<file path="src/rtl/core/kprp_ram.sv">
// Generic single-write, single-read RAM with registered read data.
module kprp_ram #(
  parameter int unsigned Width = 8,
  parameter int unsigned Depth = 16
) (
  input  logic                                   clk_i,
  input  logic                                   we_i,
  input  logic [((Depth > 1) ? $clog2(Depth) : 1)-1:0] waddr_i,
  input  logic [Width-1:0]                       wdata_i,
  input  logic                                   re_i,
  input  logic [((Depth > 1) ? $clog2(Depth) : 1)-1:0] raddr_i,
  output logic [Width-1:0]                       rdata_o
);

  logic [Width-1:0] mem_q [Depth];
  logic [Width-1:0] rdata_q;

  always_ff @(posedge clk_i) begin
    if (we_i) begin
      mem_q[waddr_i] <= wdata_i;
    end
    if (re_i) begin
      rdata_q <= mem_q[raddr_i];
    end
  end

  assign rdata_o = rdata_q;

endmodule

</file>
<file path="config.mk">
export PLATFORM = sky130hd
export DESIGN_NAME = kprp_ram
export DESIGN_NICKNAME = d
export VERILOG_FILES = /design/src/rtl/core/kprp_ram.sv
export SDC_FILE = /design/constraint.sdc
export NUM_CORES = 1
export LEC_CHECK = 0
export BUFFER_PORTS_ARGS = -buffer_cell sky130_fd_sc_hd__buf_4
export CAP_MARGIN = 20
export CORE_UTILIZATION = 65
export DETAILED_ROUTE_END_ITERATION = 16
export GPL_TIMING_DRIVEN = 0
export PLACE_DENSITY = 0.84
export SETUP_SLACK_MARGIN = 0.05
export SKIP_CTS_REPAIR_TIMING = 1
export SLEW_MARGIN = 20
export SYNTH_ARGS = -nofsm -noshare
export SYNTH_HDL_FRONTEND = slang
export SYNTH_SLANG_ARGS = --single-unit
</file>
<file path="constraint.sdc">
create_clock -name clk_i -period 4.7 [get_ports clk_i]
set_input_delay 0.235 -clock clk_i [delete_from_list [all_inputs] [get_ports clk_i]]
set_output_delay 0.235 -clock clk_i [all_outputs]
set_load 0.005 [all_outputs]
</file>
== Word-level counts from Yosys, hierarchy flattened ==
Memories as Yosys holds them, arrays and structs flattened. A register that Yosys moved wholly into a read port is not among the register bits.
Index checks and enable logic that the tools add are counted.

* Logic and storage cells: 3
* Bits in registers: 0
* Memories kept: 1
* Bits of input ports: 19
* Memory bits (writable): 128

* Muxes and demuxes: 2

{| class="wikitable"
|+ Memories
! name !! depth !! bits a word !! rd ports !! clocked after Yosys merged registers in !! write ports !! line !! text
|-
| mem_q || 16 || 8 || 1 || 1 || 1 || 15 || <nowiki>logic [Width-1:0] mem_q [Depth];</nowiki>
|}

{| class="wikitable"
|+ Operators with widths
! kind !! count
|-
| $mux 1 || 2
|}

== Logic depth before layout (Yosys ltp) ==
* Word-level depth: 2
* Gate-level depth with buffers: 5

== Worst setup path after synthesis ==
No wires, ideal clock.

* Kind: input to register
* Start point: in waddr_i[2] (netlist name)
* End point: mem mem_q[0][0] (enable)
* Library setup time: 0.383 ns
* Path slack: 2.972 ns
* Stages on the path: 2
* Data arrival time: 1.345 ns
* Path buffers: 0
* Cell sequence: or3b_2 -> nor3_1

{| class="wikitable"
|+ RTL lines
! item !! line !! text
|-
| start: declaration || 8 || <nowiki>input logic [((Depth > 1) ? $clog2(Depth) : 1)-1:0] waddr_i,</nowiki>
|-
| end: declaration || 15 ||
|}

Straight into the memory's write port.

==> metrics.txt <==
initial core utilization=67.3%; CTS buffer count=17; Placed Cells=357; setup tns final=0 ps; vias=2625; critical path class=reg2reg; Residual DRC=0; sequential share of power=46.7%; sequential cell area=4080 µm²; commonest non-fill, non-tap cells in the layout=edfxtp_1 (136), buf_4 (27), mux4_2 (18); Synth Warn #=0; Final ANT Viol Nets=0; FF-to-FF path depth=3; Hold WC Path Type=in2reg; clock edge transition at the registers on the reported setup and hold paths=60 ps; clk buf depth=2; Worst-Margin Slew=863 ps; Gate Count Post-Synth=229; Pwr Total=2.94 mW; most common cell after layout, fill and taps aside=edfxtp_1; die width=91.7 µm; DP Worst Slack=2780 ps; die area=8410 µm²; run status=completed; internal power=2.34 mW; critical path peak fanout=1; Multi-input gate area=1070 µm²; P per Cell Area=474 nW/µm²; WP data arrival=1870 ps; initial antenna violation count=0; largest net degree at the start of global routing=17; io pins=27; row count=32; Setup Skew=10.9 ps; Post-Route WL=11.1 mm; Slew Limit Fails=0; Clock Power Share=48.5%; Final nets=294; Logic pwr share=4.7%; Layout Cells excl Fill=390; hold depth=1; GR Overflow Total=0; post-synthesis sequential area ratio=78.1%; maximum clock rate=623 MHz; core area=7770 µm²; worst skew pair latency=520 ps; IO Port Bufs=25; Yosys reg bits=136; Avg WL per Cell=28.3 µm; Tmin final=1600 ps; RSZ-0062 raised after global routing=false; first-pass GRT wire length=16.5 mm; crit share post-route=34.1%; Max-slew headroom=42.3%; gp weighted congestion=0.761; Final Hold Fails=0; CTS Sinks=136; Finished Cell Area=6210 µm²; Worst VDD drop=0.363 mV; P&R area growth vs syn=18.8%; R2R Setup Slk=3100 ps; Ant. Diodes=0; DP HPWL=6.46 mm; startpoint types=flop; max_cap viols=0; Netlist cell types=18; sw power=597 µW; synthesized net count=248; Iteration-0 DRC Markers=348; switching part of the total=20.3%; CTS tree=done; layout cells sized above 1=31.3%; Initial DRT Pass Iterations=7; Worst setup EP type=flop; Final setup viols=0; Root Buffer=clkbuf_8; DR vias/cell=6.73; average size of a mapped cell=22.8 µm²; Leak=2.09 nW; worst path required time=4970 ps; setup ws final=3100 ps; all-layer global routing usage=29.5%; Post-Syn Area=5230 µm²; Placement Cell Area=5560 µm²; CTS H-tree lvls=4; vias in the first global route=2671; Die Span Y=91.7 µm; fillers=380
[sequential cells by signal, indices dropped and copies added (netlist names)]
name	count
mem_q	128
rdata_o	8
[worst max-delay path: stages, from the launching register on]
cell	delay [ps]
edfxtp_1	420
mux4_1	610
a22oi_1	250
nand2_1	80
[routing by layer]
metal  track usage (%)  vias up  routed length [µm]  share of wire (%)
li1                  -     1076                   -                  -
met1              41.9     1358                4340                 39
met2              46.1      175                5550                 50
met3              6.38       16                1000                9.1
met4              11.2        0                 159                1.4
met5                 0        -                   0                  0
[cell type report]
type	count	share of cell area, %
repair buffers	27	3.30
clock inverters	15	3.59
plain buffers	10	1.39
flip-flops and latches	136	65.7
well taps	102	2.05
clock buffers	17	6.67
multi-input cells	83	17.3
[synth_stat cells (all sizes together)]
library cell / instances / area share (%)
nand2: 9 / 0.65
nand3: 1 / 0.096
nor2: 13 / 0.93
a22oi: 16 / 2.3
nand3b: 2 / 0.29
and2b: 1 / 0.14
clkdlybuf4s25: 3 / 0.57
edfxtp: 136 / 78
or3b: 1 / 0.17
buf: 7 / 1.1
nor3: 4 / 0.38
and2: 1 / 0.12
mux4: 32 / 15
nand2b: 2 / 0.24
nor2b: 1 / 0.12
[power by group through the flow]
| stage | Clock (mW) | Combinational (mW) | Sequential (mW) |
|---|---|---|---|
| finish | 1.43 | 0.140 | 1.37 |
| global route | 1.47 | 0.148 | 1.38 |
| CTS | 1.43 | 0.139 | 1.38 |
| detailed placement | 0 | 0.135 | 1.40 |
| global placement | 0 | 0.128 | 1.40 |
| floorplan | 0 | 0.0690 | 1.40 |
[worst paths after layout]
kind,start,endpoint
min,wdata_i[6],mem_q[13][6]
max reg2reg,mem_q[5][3],rdata_o[3]
min reg2reg,mem_q[11][6],rdata_o[6]
max,mem_q[5][3],rdata_o[3]
[logic make-up after synthesis]
kind of cell	after synthesis	share of synthesized area (%)
AOI/OAI and AO/OA	16	2.30
buffers and inverters	10	1.65
DFF	136	78.1
muxes	32	14.8
and+or+nand+nor	35	3.14
[through the flow]
step / hold slack, ps / util, %
after floorplan: 334 / -
after global placement: 513 / 71.4
after detailed placement: 523 / 71.6
after global routing: 47.3 / 80.0
after CTS: -12.6 / 79.8
final: 43.2 / 80.0
Power figures use the tool's default switching activity.
